--- config.mk ---
export PLATFORM = sky130hd
export DESIGN_NAME = waveform_shaper_q14_core
export DESIGN_NICKNAME = d
export VERILOG_FILES = /design/src/design/wss_pkg.sv /design/src/design/wss_front.sv /design/src/design/wss_poly.sv /design/src/design/wss_mag.sv /design/src/design/waveform_shaper_q14_core.sv
export SDC_FILE = /design/constraint.sdc
export NUM_CORES = 1
export LEC_CHECK = 0
export ABC_CLOCK_PERIOD_IN_PS = 15500
export BUFFER_PORTS_ARGS = -buffer_cell sky130_fd_sc_hd__buf_2
export CAP_MARGIN = 10
export CORE_ASPECT_RATIO = 0.6
export CORE_MARGIN = 2
export CORE_UTILIZATION = 65
export CTS_CLUSTER_SIZE = 25
export DETAILED_ROUTE_END_ITERATION = 10
export PLACE_DENSITY_LB_ADDON = 0.12
export SYNTH_ARGS = -nofsm -noshare
export SYNTH_HDL_FRONTEND = slang
export SYNTH_HIERARCHICAL = 1
export SYNTH_SLANG_ARGS = --single-unit
--- constraint.sdc ---
create_clock -name clk -period 15.5 [get_ports clk]
set_input_delay 2.325 -clock clk [delete_from_list [all_inputs] [get_ports clk]]
set_output_delay 2.325 -clock clk [all_outputs]
set_load 0.05 [all_outputs]
--- src/design/wss_pkg.sv ---
// shared types and constants for the waveform shaper
package wss_pkg;

  localparam logic [2:0] SHAPE_SINE     = 3'd0;
  localparam logic [2:0] SHAPE_TRIANGLE = 3'd1;
  localparam logic [2:0] SHAPE_SQUARE   = 3'd2;
  localparam logic [2:0] SHAPE_QSQUARE  = 3'd3;
  localparam logic [2:0] SHAPE_SAW      = 3'd4;

  localparam logic [15:0] ONE_Q14       = 16'sd16384;
  localparam logic [15:0] MINUS_ONE_Q14 = 16'hC000;
  localparam logic [14:0] POLY_C0       = 15'd19900;
  localparam logic [11:0] POLY_C1       = 12'd3516;
  localparam logic [12:0] Y_ONE_Q12     = 13'd4096;

  // stage 1 result: squared angle plus side info
  typedef struct packed {
    logic        sine;
    logic        neg;
    logic [15:0] alt;
    logic [14:0] s;
  } s1_t;

  // stage 2 result: adds the inner polynomial term
  typedef struct packed {
    logic        sine;
    logic        neg;
    logic [15:0] alt;
    logic [14:0] s;
    logic [14:0] t;
  } s2_t;

  // stage 3 result: q12 sine magnitude
  typedef struct packed {
    logic        sine;
    logic        neg;
    logic [15:0] alt;
    logic [12:0] y;
  } s3_t;

endpackage

--- src/design/wss_front.sv ---
// stage 1: angle fold, squaring and the non-sine shapes
module wss_front (
  input  logic               clk,
  input  logic               rst,
  input  logic [2:0]         waveform,
  input  logic               in_valid,
  output logic               in_ready,
  input  logic [13:0]        phase,
  output logic               out_valid,
  input  logic               out_ready,
  output wss_pkg::s1_t       out_data
);
  import wss_pkg::*;

  logic [13:0]        u;
  logic signed [27:0] sq;
  logic [15:0]        p4;
  logic [15:0]        p2;
  logic [15:0]        tri_v;
  s1_t                data_next;

  assign in_ready = !out_valid || out_ready;

  always_comb begin
    u     = {phase[12:0], 1'b0} - 14'h2000;
    sq    = $signed(u) * $signed(u);
    p4    = {phase, 2'b00};
    p2    = {1'b0, phase, 1'b0};
    if (phase < 14'd4096) begin
      tri_v = p4;
    end else if (phase < 14'd12288) begin
      tri_v = 16'h8000 - p4;
    end else begin
      tri_v = p4;
    end
    data_next.sine = (waveform == SHAPE_SINE);
    data_next.neg  = phase[13];
    data_next.s    = sq[26:12];
    case (waveform)
      SHAPE_TRIANGLE: data_next.alt = tri_v;
      SHAPE_SQUARE:   data_next.alt = phase[13] ? MINUS_ONE_Q14 : ONE_Q14;
      SHAPE_QSQUARE:  data_next.alt = (phase < 14'd4096) ? ONE_Q14 : MINUS_ONE_Q14;
      SHAPE_SAW:      data_next.alt = ONE_Q14 - p2;
      default:        data_next.alt = '0;
    endcase
  end

  always_ff @(posedge clk) begin
    if (rst) begin
      out_valid <= 1'b0;
    end else if (in_ready) begin
      out_valid <= in_valid;
    end
  end

  always_ff @(posedge clk) begin
    if (in_ready && in_valid) begin
      out_data <= data_next;
    end
  end

endmodule

--- src/design/wss_poly.sv ---
// stage 2: inner polynomial term t = c0 - (s * c1 >> 14)
module wss_poly (
  input  logic               clk,
  input  logic               rst,
  input  logic               in_valid,
  output logic               in_ready,
  input  wss_pkg::s1_t       in_data,
  output logic               out_valid,
  input  logic               out_ready,
  output wss_pkg::s2_t       out_data
);
  import wss_pkg::*;

  logic [26:0] prod;
  s2_t         data_next;

  assign in_ready = !out_valid || out_ready;

  always_comb begin
    prod           = 27'(in_data.s) * 27'(POLY_C1);
    data_next.sine = in_data.sine;
    data_next.neg  = in_data.neg;
    data_next.alt  = in_data.alt;
    data_next.s    = in_data.s;
    data_next.t    = POLY_C0 - {3'b000, prod[25:14]};
  end

  always_ff @(posedge clk) begin
    if (rst) begin
      out_valid <= 1'b0;
    end else if (in_ready) begin
      out_valid <= in_valid;
    end
  end

  always_ff @(posedge clk) begin
    if (in_ready && in_valid) begin
      out_data <= data_next;
    end
  end

endmodule

--- src/design/wss_mag.sv ---
// stage 3: q12 magnitude y = 4096 - (s * t >> 16)
module wss_mag (
  input  logic               clk,
  input  logic               rst,
  input  logic               in_valid,
  output logic               in_ready,
  input  wss_pkg::s2_t       in_data,
  output logic               out_valid,
  input  logic               out_ready,
  output wss_pkg::s3_t       out_data
);
  import wss_pkg::*;

  logic [29:0] prod;
  s3_t         data_next;

  assign in_ready = !out_valid || out_ready;

  always_comb begin
    prod           = 30'(in_data.s) * 30'(in_data.t);
    data_next.sine = in_data.sine;
    data_next.neg  = in_data.neg;
    data_next.alt  = in_data.alt;
    data_next.y    = Y_ONE_Q12 - prod[28:16];
  end

  always_ff @(posedge clk) begin
    if (rst) begin
      out_valid <= 1'b0;
    end else if (in_ready) begin
      out_valid <= in_valid;
    end
  end

  always_ff @(posedge clk) begin
    if (in_ready && in_valid) begin
      out_data <= data_next;
    end
  end

endmodule

--- src/design/waveform_shaper_q14_core.sv ---
// top level of the q14 waveform shaper: shape register, pipeline and output register
//
// usage:
//   s_tvalid/s_tready/s_tdata carry one phase per transfer (0..16383 is one period).
//   m_tvalid/m_tready/m_tdata carry one signed q14 sample per input transfer,
//   in input order, in the range -16384..16384.
//   waveform_we/waveform_wdata write the shape select (0 sine, 1 triangle,
//   2 square, 3 quarter square, 4 saw, other codes give 0); write it only
//   while no transfer is in flight.
// pipeline: three compute stages and the output register, one multiplier per
//   stage. throughput: one transfer per cycle while m_tready is high; each
//   stage has its own valid bit and takes a new item whenever it is empty
//   or its successor takes its item.
// stall: when m_tready is low the output holds, filled stages stop and
//   empty stages ahead of them keep filling, so s_tready drops only when
//   all four stages are full. nothing is lost or repeated.
// reset: rst clears all valid bits and sets the shape to sine.
module waveform_shaper_q14_core (
  input  logic        clk,
  input  logic        rst,
  input  logic        waveform_we,
  input  logic [2:0]  waveform_wdata,
  input  logic        s_tvalid,
  output logic        s_tready,
  input  logic [15:0] s_tdata,   // [13:0] phase, [15:14] zero
  output logic        m_tvalid,
  input  logic        m_tready,
  output logic [15:0] m_tdata    // [15:0] sample
);
  import wss_pkg::*;

  logic [2:0]  waveform;
  logic        v1;
  logic        v2;
  logic        v3;
  logic        r2;
  logic        r3;
  logic        r4;
  s1_t         d1;
  s2_t         d2;
  s3_t         d3;
  logic [15:0] mag;
  logic [15:0] sample_next;

  always_ff @(posedge clk) begin
    if (rst) begin
      waveform <= SHAPE_SINE;
    end else if (waveform_we) begin
      waveform <= waveform_wdata;
    end
  end

  wss_front u_front (
    .clk       (clk),
    .rst       (rst),
    .waveform  (waveform),
    .in_valid  (s_tvalid),
    .in_ready  (s_tready),
    .phase     (s_tdata[13:0]),
    .out_valid (v1),
    .out_ready (r2),
    .out_data  (d1)
  );

  wss_poly u_poly (
    .clk       (clk),
    .rst       (rst),
    .in_valid  (v1),
    .in_ready  (r2),
    .in_data   (d1),
    .out_valid (v2),
    .out_ready (r3),
    .out_data  (d2)
  );

  wss_mag u_mag (
    .clk       (clk),
    .rst       (rst),
    .in_valid  (v2),
    .in_ready  (r3),
    .in_data   (d2),
    .out_valid (v3),
    .out_ready (r4),
    .out_data  (d3)
  );

  assign r4 = !m_tvalid || m_tready;

  always_comb begin
    mag = {1'b0, d3.y, 2'b00};
    if (d3.sine) begin
      sample_next = d3.neg ? (16'd0 - mag) : mag;
    end else begin
      sample_next = d3.alt;
    end
  end

  always_ff @(posedge clk) begin
    if (rst) begin
      m_tvalid <= 1'b0;
    end else if (r4) begin
      m_tvalid <= v3;
    end
  end

  always_ff @(posedge clk) begin
    if (r4 && v3) begin
      m_tdata <= sample_next;
    end
  end

  // output stays within plus and minus one
  assert property (@(posedge clk) disable iff (rst)
    m_tvalid |-> ($signed(m_tdata) <= 16'sd16384 && $signed(m_tdata) >= -16'sd16384))
    else $error("sample out of range");

  // an empty output register means every stage can take a transfer
  assert property (@(posedge clk) disable iff (rst) !m_tvalid |-> s_tready)
    else $error("input stalled with empty output");

  // sine magnitude never exceeds one in q12
  assert property (@(posedge clk) disable iff (rst) (v3 && d3.sine) |-> d3.y <= Y_ONE_Q12)
    else $error("sine magnitude overflow");

  // reset empties the output
  assert property (@(posedge clk) rst |=> !m_tvalid)
    else $error("output valid after reset");

endmodule
==> summary.txt <==
Die
  – I/O pins: 42
  – Row cnt: 52
  – Die width: between 200 and 250 µm
  – Die footprint: 35300 µm²
  – Die Ht: ~150 µm
  – Initial core utilization: 65.6%
  – Core Region: 33500 µm²

Timing
  – Tcrit/Tclk final: about 53%
  – Fin. Hold Viols: 0
  – Final setup violation count: 0
  – F_max: 122 MHz
  – Slew of the pin with the lowest slew margin: 1.15 ns
  – RSZ-0062 raised after global routing: false
  – Max Slew Vio Count: 0
  – Setup TNS: 0 ns
  – Rel. slew slack: 23.2%
  – Post-layout min period: between 8 and 9 ns
  – Clock skew: ~0.011 ns

Clock tree
  – Post-CTS sizing: 0
  – Clock root cell: clkbuf_16
  – Hold-fix buffer count after cts: 0
  – Longest Clk Path Bufs: 2
  – CTS Buf Count: 17
  – Max H-tree Level: 4
  – Clk_lat worst skew: 0.44 ns
  – CTS sink count: 134
  – Postcts setup bufs: 0
  – CTS clk-pin slew, worst paths: 0.07 ns
  – CTS tree: yes

Synthesis
  – Sequential area share after synthesis: roughly 18%
  – Synth area leaders: fa_1 34%, edfxtp_1 17%, ha_1 13%
  – Synth async-reset ratio: 0%
  – Mapped Nets: 2832
  – Synth Instances: 2209
  – Netlist cell types: between 90 and 100
  – Ys flop type: edfxtp_1
  – Post-Syn Area: 22000 µm²
  – Avg Inst Size Synth: 9.95 µm²
  – Number of flops mapped to enable cells by yosys: 127
  – Yosys top cell by area: fa_1
  – Synth warn: 6
  – #FFs+latches synth: ~130
  – Commonest cells in the netlist: 512 x inv_1, 369 x fa_1, 230 x ha_1
  – Most numerous cell in the Yosys netlist: inv_1
  – Synth top area share: roughly a third

Worst setup path
  – Buf+Inv Stages, Crit Path: 5
  – Slowest cell on crit path: a311oi_1
  – FF-to-FF setup slack: 8.08 ns
  – Worst-path fanout max: 17
  – Critical path data arrival time: 8.37 ns
  – R2R Path End: u_mag/out_data[12]
  – Cell family with most CP delay: adder cells
  – Cell mode on critical path: fa_1
  – Max incr delay on CP: around 0.84 ns
  – Req. time, crit path: 15.68 ns
  – Reg2reg start: u_poly/out_data[20]
  – Worst Reg-to-Reg Cells: 24
  – Worst path cell trace: buf_2 > inv_1 > xnor2_1 > ha_1 > a21oi_1 > fa_1 > inv_1 > fa_1 > fa_1 > fa_1 > inv_1 > fa_1 > inv_1 > ha_1 > o21ai_0 > nor2_1 > a311oi_1 > o2111ai_1 > a31oi_1 > xnor2_1
  – Startpoint types: input port
  – Setup CP Type: input port to flip-flop
  – Crit path capture type: flip-flop

Global route
  – Vias in the first global route: 15100
  – Total Routing Usage GR: ~29%
  – Overflow after GRT: 0
  – First-pass GRT wire length: 78200 µm
  – Initial antenna violation count: 1
  – Pin count of the biggest net entering global routing: 49

Hold path
  – Hold path start: u_poly/out_data[39]
  – Hold crit path type: flip-flop to flip-flop
  – Hold Crit Depth: 0
  – Hold Path Sink: u_mag/out_data[22]

Status
  – Run status: complete, no violations

Flow run
  – Max_cap viols: 0

Drt
  – DR vias: 14800
  – Drt initial violations: 1175
  – Drt first pass iters: 5
  – Post-DRT Antenna Nets: 0
  – Wirelength, routed: between 40000 and 50000 µm
  – Drt wl/cell: 17.8 µm
  – Remaining DRCs: 0
  – Vias per cell: 5.56

Cells and area
  – Final nets: 2819
  – N_diodes: 0
  – Share of layout cells above drive strength 1: about 5%
  – Area delta synth->final: 4.68%

Place
  – GP Congestion: 0.887
  – DPL Wire Length: a little under 40000 µm
  – I/O Buffers: 39
## layout by cell type, fill, tap and decap left out, drive strengths merged, types with 4 or more instances in the layout
| master | instances |
|---|---|
| a211o | 4 |
| a211oi | 8 |
| a21o | 23 |
| a21oi | 49 |
| a22oi | 9 |
| a311o | 4 |
| a31oi | 11 |
| and2 | 154 |
| and3 | 7 |
| buf | 42 |
| clkbuf | 18 |
| clkinv | 5 |
| dfxtp | 7 |
| edfxtp | 127 |
| fa | 369 |
| ha | 230 |
| inv | 519 |
| mux2i | 7 |
| nand2 | 194 |
| nand2b | 9 |
| nand3 | 16 |
| nand4 | 20 |
| nor2 | 77 |
| nor2b | 16 |
| nor3 | 16 |
| nor3b | 5 |
| nor4 | 8 |
| o2111ai | 5 |
| o211ai | 9 |
| o21a | 8 |
| o21ai | 33 |
| o21bai | 4 |
| o22ai | 18 |
| or2 | 6 |
| or3 | 9 |
| xnor2 | 73 |
| xor2 | 31 |
## area by class of cell
type | instances | area [µm²]
Timing Repair Buffer | 42 | 218
Tap cell | 459 | 574
Multi-Input combinational cell | 1488 | 15800
Clock buffer | 18 | 429
Sequential cell | 134 | 3950
Inverter | 513 | 1930
Fill cell | 2575 | 10500
Clock inverter | 14 | 115
## routing by layer
layer  track usage (%)  wire length [µm]  share of wire, %  up-vias
li1                  -                 -                 -     6913
met1              45.6             23200                49     7419
met2              39.8             19800                42      458
met3              7.87              3960               8.3       38
met4              5.12               489               1.0        2
met5                 0                31             0.065        -
## worst max-delay path by stage
stage                 from                   end  cells after the start
5_1_grt        s_tdata[12]  u_front/out_data[14]                     20
4_1_cts        s_tdata[12]  u_front/out_data[14]                     20
2_1_floorplan   s_tdata[1]   u_front/out_data[7]                     17
3_5_place_dp   s_tdata[12]  u_front/out_data[14]                     20
6_report       s_tdata[12]  u_front/out_data[14]                     20
3_3_place_gp   s_tdata[12]  u_front/out_data[14]                     20
## cell families (layout without fill, tap and decap cells)
family	after synthesis	in the layout	synth area share, %
multiplexers	10	10	0.490
flip-flops	134	134	18.0
adder cells (fa/ha/maj)	599	599	46.7
AO/OA/AOI/OAI	221	221	7.25
AND/OR/NAND/NOR	553	553	13.2
buffers and inverters	587	587	10.2
other	1	1	0.0171
XOR/XNOR	104	104	4.18
## sequential cells by signal, indices dropped and copies added, names as in the netlist
register,cells
u_poly/out_data,48
u_front/out_data,32
u_mag/out_data,31
m_tdata,16
waveform,3
m_tvalid,1
u_front/out_valid,1
u_mag/out_valid,1
u_poly/out_valid,1
## worst register-to-register path, cell delays in order (launching register included)
cell and delay, ns:
edfxtp_1 0.65, and2_1 0.31, fa_1 0.54, inv_1 0.06, fa_1 0.54, inv_1 0.07
fa_1 0.49, inv_1 0.05, fa_1 0.47, inv_1 0.06, fa_1 0.54, inv_1 0.06
fa_1 0.52, inv_1 0.04, ha_1 0.34, nand4_1 0.16, o22ai_1 0.11, a22oi_1 0.37
a21oi_2 0.16, a21oi_2 0.45, mux2_4 0.38, nor4b_4 0.31, mux2i_1 0.26, o211ai_2 0.11
xnor2_1 0.13
## stage by stage
| stage | util (%) | setup slack, ns | area (µm²) | std cells | hold WS, ns |
|---|---|---|---|---|---|
| global placement | 67.0 | 7.13 | 22500 | 2636 | 0.404 |
| detailed placement | 67.0 | 7.01 | 22500 | 2636 | 0.405 |
| CTS | 68.7 | 7.47 | 23000 | 2668 | 0.417 |
| floorplan | - | 7.80 | 22000 | 2209 | 0.400 |
| global route | 68.7 | 7.13 | 23000 | 2668 | 0.427 |
| finish | 68.7 | 7.31 | 23000 | 2668 | 0.410 |
Power is not shown: default switching activity piles up to over one toggle a cycle in this logic, so the estimate is an artifact.
